## config.mk

```make
export PLATFORM = sky130hd
export DESIGN_NAME = mhg_update
export DESIGN_NICKNAME = d
export VERILOG_FILES = /design/src/hw/rtl/mhg_pkg.sv /design/src/hw/rtl/mhg_update.sv
export SDC_FILE = /design/constraint.sdc
export NUM_CORES = 1
export LEC_CHECK = 0
export ABC_AREA = 0
export BUFFER_PORTS_ARGS = -buffer_cell sky130_fd_sc_hd__buf_2
export CORE_MARGIN = 1.5
export CORE_UTILIZATION = 59
export CTS_BUF_LIST = sky130_fd_sc_hd__clkbuf_2
export CTS_CLUSTER_DIAMETER = 40
export DETAILED_ROUTE_END_ITERATION = 8
export HOLD_SLACK_MARGIN = 0.15
export PLACE_DENSITY = 0.8
export REMOVE_ABC_BUFFERS = 1
export SLEW_MARGIN = 20
export SYNTH_ARGS = -nofsm -noshare
export SYNTH_HDL_FRONTEND = slang
export SYNTH_SLANG_ARGS = --single-unit
```

## constraint.sdc

```tcl
create_clock -name clk -period 7.9 [get_ports clk]
set_clock_uncertainty 0.1 [all_clocks]
set_input_delay 1.185 -clock clk [delete_from_list [all_inputs] [get_ports clk]]
set_output_delay 1.185 -clock clk [all_outputs]
set_load 0.02 [all_outputs]
```

## src/hw/rtl/mhg_pkg.sv

```systemverilog
// ----------------------------------------------------------------------------
// mhg_pkg
// Shared types, codes and constants of the move history tables with gravity.
// ----------------------------------------------------------------------------
package mhg_pkg;

  // Item kinds
  typedef enum logic [2:0] {
    KIND_QUIET_BONUS = 3'd0,
    KIND_QUIET_MALUS = 3'd1,
    KIND_CAPT_BONUS  = 3'd2,
    KIND_CAPT_MALUS  = 3'd3,
    KIND_QUIET_READ  = 3'd4
  } kind_t;

  // Configuration register indexes
  localparam int CFG_INDEX_W = 3;
  localparam int CFG_DATA_W  = 23;

  localparam logic [CFG_INDEX_W-1:0] CFG_BONUS_SHIFT   = 3'd0;
  localparam logic [CFG_INDEX_W-1:0] CFG_GRAVITY_SHIFT = 3'd1;
  localparam logic [CFG_INDEX_W-1:0] CFG_BONUS_BASE    = 3'd2;
  localparam logic [CFG_INDEX_W-1:0] CFG_MALUS_BASE    = 3'd3;
  localparam logic [CFG_INDEX_W-1:0] CFG_ENTRY_LIMIT   = 3'd4;

  // Configuration reset values
  localparam logic [3:0]  RST_BONUS_SHIFT   = 4'd4;
  localparam logic [4:0]  RST_GRAVITY_SHIFT = 5'd14;
  localparam logic [11:0] RST_BONUS_BASE    = 12'd0;
  localparam logic [11:0] RST_MALUS_BASE    = 12'd0;
  localparam logic [22:0] RST_ENTRY_LIMIT   = 23'd16384;

  // Weight and result widths; a malus can reach -2048 - 127
  localparam int WGT_W     = 13;
  localparam int OUT_W     = 24;
  localparam int BONUS_CAP = 500;

  // Settings the update unit needs for one item
  typedef struct packed {
    logic [3:0]  bonus_shift;
    logic [4:0]  gravity_shift;
    logic [22:0] entry_limit;
  } cfg_t;

  // Table select and memory request
  typedef enum logic [1:0] {
    TBL_MAIN = 2'd0,
    TBL_CAPT = 2'd1,
    TBL_CONT = 2'd2
  } tbl_t;

  typedef struct packed {
    logic rd;
    logic wr;
    tbl_t sel;
  } mem_req_t;

  // Reduce a small value modulo m by conditional subtraction; the inputs
  // stay below four times the modulus.
  function automatic logic [8:0] reduce(input logic [8:0] v, input logic [8:0] m);
    logic [8:0] r;
    r = v;
    for (int i = 0; i < 3; i++) begin
      if (r >= m) r = r - m;
    end
    return r;
  endfunction

endpackage

```

## src/hw/rtl/mhg_update.sv

```systemverilog
// ----------------------------------------------------------------------------
// mhg_update
// Shared three-stage gravity update: entry + (weight << shift)
// - trunc(entry * |weight| / 2^gravity), clamped to the entry limit.
// ----------------------------------------------------------------------------
module mhg_update #(
  parameter int ENTRY_BITS = 24
) (
  input  logic                         clk,
  input  logic                         rst,
  input  logic                         in_valid,
  input  logic signed [ENTRY_BITS-1:0] entry,
  input  logic signed [mhg_pkg::WGT_W-1:0] weight,
  input  mhg_pkg::cfg_t                cfg,
  output logic                         out_valid,
  output logic signed [ENTRY_BITS-1:0] result
);

  localparam int UPROD_W = ENTRY_BITS + mhg_pkg::WGT_W - 1;
  localparam int SUM_W   = UPROD_W + 2;
  localparam logic signed [SUM_W-1:0] CAP = SUM_W'((64'd1 << (ENTRY_BITS - 1)) - 64'd1);

  logic                         v1, v2;
  logic [ENTRY_BITS-1:0]        mag_e;
  logic [mhg_pkg::WGT_W-1:0]    mag_w;
  logic [UPROD_W-1:0]           uprod1;
  logic                         neg1;
  logic signed [ENTRY_BITS-1:0] e1;
  logic signed [SUM_W-1:0]      wsh1;
  logic [UPROD_W-1:0]           qmag;
  logic signed [SUM_W-1:0]      q2, base2;
  logic signed [SUM_W-1:0]      sum, lim, res;

  // Stage 1: magnitudes and product
  assign mag_e = entry[ENTRY_BITS-1] ? ENTRY_BITS'(-entry) : ENTRY_BITS'(entry);
  assign mag_w = weight[mhg_pkg::WGT_W-1] ? mhg_pkg::WGT_W'(-weight)
                                          : mhg_pkg::WGT_W'(weight);

  always_ff @(posedge clk) begin
    uprod1 <= UPROD_W'(mag_e) * UPROD_W'(mag_w[mhg_pkg::WGT_W-2:0]);
    neg1   <= entry[ENTRY_BITS-1];
    e1     <= entry;
    wsh1   <= SUM_W'(weight) <<< cfg.bonus_shift;
  end

  // Stage 2: truncating divide by power of two, signed back; base sum
  assign qmag = uprod1 >> cfg.gravity_shift;

  always_ff @(posedge clk) begin
    q2    <= neg1 ? -signed'(SUM_W'(qmag)) : signed'(SUM_W'(qmag));
    base2 <= SUM_W'(e1) + wsh1;
  end

  // Stage 3: subtract and clamp
  always_comb begin
    sum = base2 - q2;
    lim = (SUM_W'(cfg.entry_limit) > CAP) ? CAP : signed'(SUM_W'(cfg.entry_limit));
    if (sum > lim) res = lim;
    else if (sum < -lim) res = -lim;
    else res = sum;
  end

  always_ff @(posedge clk) begin
    result <= ENTRY_BITS'(res);
  end

  // Valid pipeline
  always_ff @(posedge clk) begin
    if (rst) begin
      v1        <= 1'b0;
      v2        <= 1'b0;
      out_valid <= 1'b0;
    end else begin
      v1        <= in_valid;
      v2        <= v1;
      out_valid <= v2;
    end
  end

endmodule

```

# After elaboration in Yosys (flattened, before gate mapping)
# Index checks and enable logic that the tools add are counted.
# word_totals
reg_bits	202
input_bits	72
out_inout_bits	25
# classes
add_sub_neg	6
mul	1
order_cmp	2
n_shift	2
mux	5
# op_table
operator	n
24-bit two-way mux	2
24-bit by 38-bit adder with 38-bit output	1
38-bit by 24-bit greater-than comparator with 1-bit output	1
38-bit < comparator	1
23-bit negator with 38-bit output	1
36-bit negator with 38-bit output	1
13-bit by 4-bit <<< shifter with 38-bit output	1
38-bit subtractor	1
24-bit by 12-bit multiplier with 36-bit output	1
36-bit two-way mux	1
36-bit by 5-bit >> shifter with 36-bit output	1
24-bit negator	1
23-bit two-way mux	1
12-bit two-way mux	1
12-bit negator	1

# Longest topological paths before layout
# depth
word_depth	4
mapped_depth	30

# Worst setup path before layout
# OpenSTA, ideal clock, no wires.
# synth_timing
kind	input port to flip-flop
from	in entry[2]
to	reg uprod1[34]
setup_time_ps	72
arrival_ps	8074
required_ps	7728
slack_ps	-346
stages	25
n_path_buf	1
cell_sequence	or4_1 nor2_1 nand3_1 o41ai_1 and2_1 xnor2_1 clkbuf_1 nand2_1 fa_1 fa_1 inv_1 fa_1 fa_1 inv_1 fa_1 inv_1 ha_1 and3_1 and3_1 a221o_1 a41oi_1 a21oi_1 a211o_1 a21oi_1 xnor2_1
# synth_via
elab_chain_len	3
# synth_rtl
element	line	source
start, declared	mhg_update.sv:12	input logic signed [ENTRY_BITS-1:0] entry,
24-bit negator	mhg_update.sv:35	assign mag_e = entry[ENTRY_BITS-1] ? ENTRY_BITS'(-entry) : ENTRY_BITS'(entry);
24-bit two-way mux (*)	mhg_update.sv:35	
24-bit by 12-bit multiplier with 36-bit output (*)	mhg_update.sv:40	uprod1 <= UPROD_W'(mag_e) * UPROD_W'(mag_w[mhg_pkg::WGT_W-2:0]);
end signal, assigned	mhg_update.sv:40	
end, declared	mhg_update.sv:26	logic [UPROD_W-1:0] uprod1;
# Mark *: on every way between the ends. The rest lies on a longest branch, timed or not.
# A chain may end at the register's enable or synchronous reset.

# Worst setup path after layout
# Ends and elaborated chain as after synthesis.

==> impl_metrics.toml <==
[status]
outcome = "finished clean"

[synth]
synth_adder_area_share = 0.306
synth_top_area_frac = 0.195
synth_edf_count = 0
postSynth.asyncResetShare = 0
netlist_area_sq_um = 22800
yosysTopAreaCell = "fa_1"
syn_area_per_cell_sq_um = 8.51
synth-compound-area-share = 0.142
syn_inst = 2682
ys_seq_area_frac = 0.168
yosys.area_share.simple = 0.164
ys_types = 76
synth-warning-count = 0
ys.flop_type = "dfxtp_1"
synthTopCellsByArea = "fa_1 (19%), dfxtp_1 (17%), ha_1 (11%)"
synth_top_family_by_area = "adder cells"
synthXorXnorAreaFrac = 0.0607
synth_seq_cells = 191
synth.area.mux_share = 0.0813

[clocking]
clock_path_buffers = 2
cts_tree = "built"
htreeDepth = 4
cts_resized = 0
cts.sinks = 191
hold_buffers = 0
clk_latency_ns = 0.84
clock-root-buffer = "clkbuf_2"
post_cts_buffers = 0
cts_buffers = 17
clk_pin_slew_ns = 0.33

[critical_path]
path_class = "input pin to register"
r2r_start = "base2[0]$_DFF_P_"
cp-startpoint = "entry[2]"
cp.arrival_ns = 8.32
crit_path_start_kind = "input pin"
worstPathRequired_ns = 8.55
critPathMaxFanout = 5
endpoint_kind = "register"

[timing]
final_max_slew_viol_count = 0
fin_crit_sh = 0.970
grt_setup_unrepaired = "no"
hold_violations = 0
tightest_slew_ns = 0.917
max_freq_ghz = 0.130
setup-violations-final = 0
fin_ws_ns = 0.235
slew_headroom = 0.386
whs_ns = 0.360
period_needed_ns = 7.67
tns_ns = 0

[die]
die_y_um = 200
die_w_um = 200
coreArea_sq_um = 37800
rows = 71
ios = 97
die-area_sq_um = 39900
initial_utilization = 0.603

[drt]
drc = 0
routed_wl_mm = 61.8
drt.antenna.violating_nets = 0
dr.pass1.iters = 8
drt_iter0_markers = 1246
num_vias = 20000
vias_per_cell = 5.88
wl_per_cell_um = 18.2

[grt]
overflow = 0
grt_usage = 0.317
grt_first_pass_wirelength_mm = 99.2
gr-usage-met2 = 0.568
grt_max_degree = 44
grt_util_met1 = 0.370
grt.busiest_layer = "met2"
grt_antenna_before_repair = 6
grt_util_met3 = 0.0408
grt_pass1_vias = 20200

[finish]
area_growth_pct = 10.8
layout_commonest_cell = "inv_1"
layout_common_cells = "inv_1 (348), nand2_1 (339), fa_1 (222)"
fin_cells = 3397
nets = 3365
layout-drive-gt1-share = 0.143

[placement]
portBuffers = 96
placed_cells_incl_taps = 3360
dp_slack_ns = -0.575
dpl.hpwl_mm = 51.8
gp_congestion = 1.00

[flow_run]
drv_cap = 0

[worst_hold_path]
min_path_type = "input pin to register"
min-delay-start = "rst"
-- Yosys cell counts, types with 23 or more instances --
library cell,n
nor2b_1,26
mux4_2,46
clkbuf_1,92
inv_1,348
nand2_1,339
dfxtp_1,191
and2_1,60
a21oi_1,136
nand3_1,42
a21o_1,54
o21ai_1,25
nor3_1,53
o21ai_0,106
mux2i_1,48
ha_1,203
xor2_1,41
mux2_2,24
nand4_1,23
nor2_1,165
xnor2_1,117
fa_1,222
-- per-stage QoR --
| stage | area, sq um | util |
|---|---|---|
| finish | 25300 | 0.668 |
| global route | 25300 | 0.668 |
| CTS | 25200 | 0.667 |
| detailed placement | 25000 | 0.660 |
| global placement | 25000 | 0.660 |
| floorplan | 22400 | - |
-- worst paths after layout --
path	end	slack [ns]	cells after the start
setup / recovery	uprod1[34]$_DFF_P_	0.23	26
hold / removal	out_valid$_SDFF_PP0_	0.36	2
setup reg to reg	result[9]$_DFF_P_	1.55	24
hold reg to reg	v2$_SDFF_PP0_	0.36	1
-- sequential cells by signal (all words and copies together) (netlist names) --
| signal | flops |
|---|---|
| q2 | 38 |
| uprod1 | 36 |
| v1 | 1 |
| wsh1 | 28 |
| result | 24 |
| v2 | 1 |
| e1 | 24 |
| base2 | 38 |
| out_valid | 1 |
-- layer usage --
metal	up-vias	part of all wire
met1	9596	0.39
met5	-	0.00042
met3	171	0.060
met2	778	0.50
met4	4	0.049
li1	9427	-
-- cells by family after synthesis --
logic type | count (synthesis)
and+or+nand+nor | 812
AOI/OAI and AO/OA | 510
buffers and inverters | 462
adders and majority gates | 425
DFF | 191
xor gates and xnor gates | 158
muxes | 124
-- critical path, stage by stage --
cell and delay (ns):
buf_2 0.10, or4_1 0.55, nor2_2 0.16, nand3_1 0.14, or4_1 0.49, or2_2 0.35, o31ai_1 0.33, xnor2_2 0.21
nand2_1 0.11, fa_1 0.47, fa_1 0.51, inv_1 0.05, fa_1 0.48, fa_1 0.55, inv_1 0.05, fa_1 0.54
inv_1 0.05, ha_1 0.31, a21o_1 0.21, a21oi_1 0.19, o21ai_0 0.11, a41oi_1 0.34, a21oi_1 0.21, a211o_1 0.29
a21oi_1 0.19, xnor2_1 0.14
-- area by class of cell --
cell class                      instances  area [sq um]
Multi-Input combinational cell       2029         17300
Tap cell                              511           639
Clock inverter                         15           173
Clock buffer                           17          85.1
Antenna cell                            5          12.5
Sequential cell                       191          3820
Fill cell                            3098         12600
Inverter                              353          1330
Timing Repair Buffer                  276          1920
Power is not shown: default switching activity piles up to over one toggle a cycle in this logic, so the estimate is an artifact.
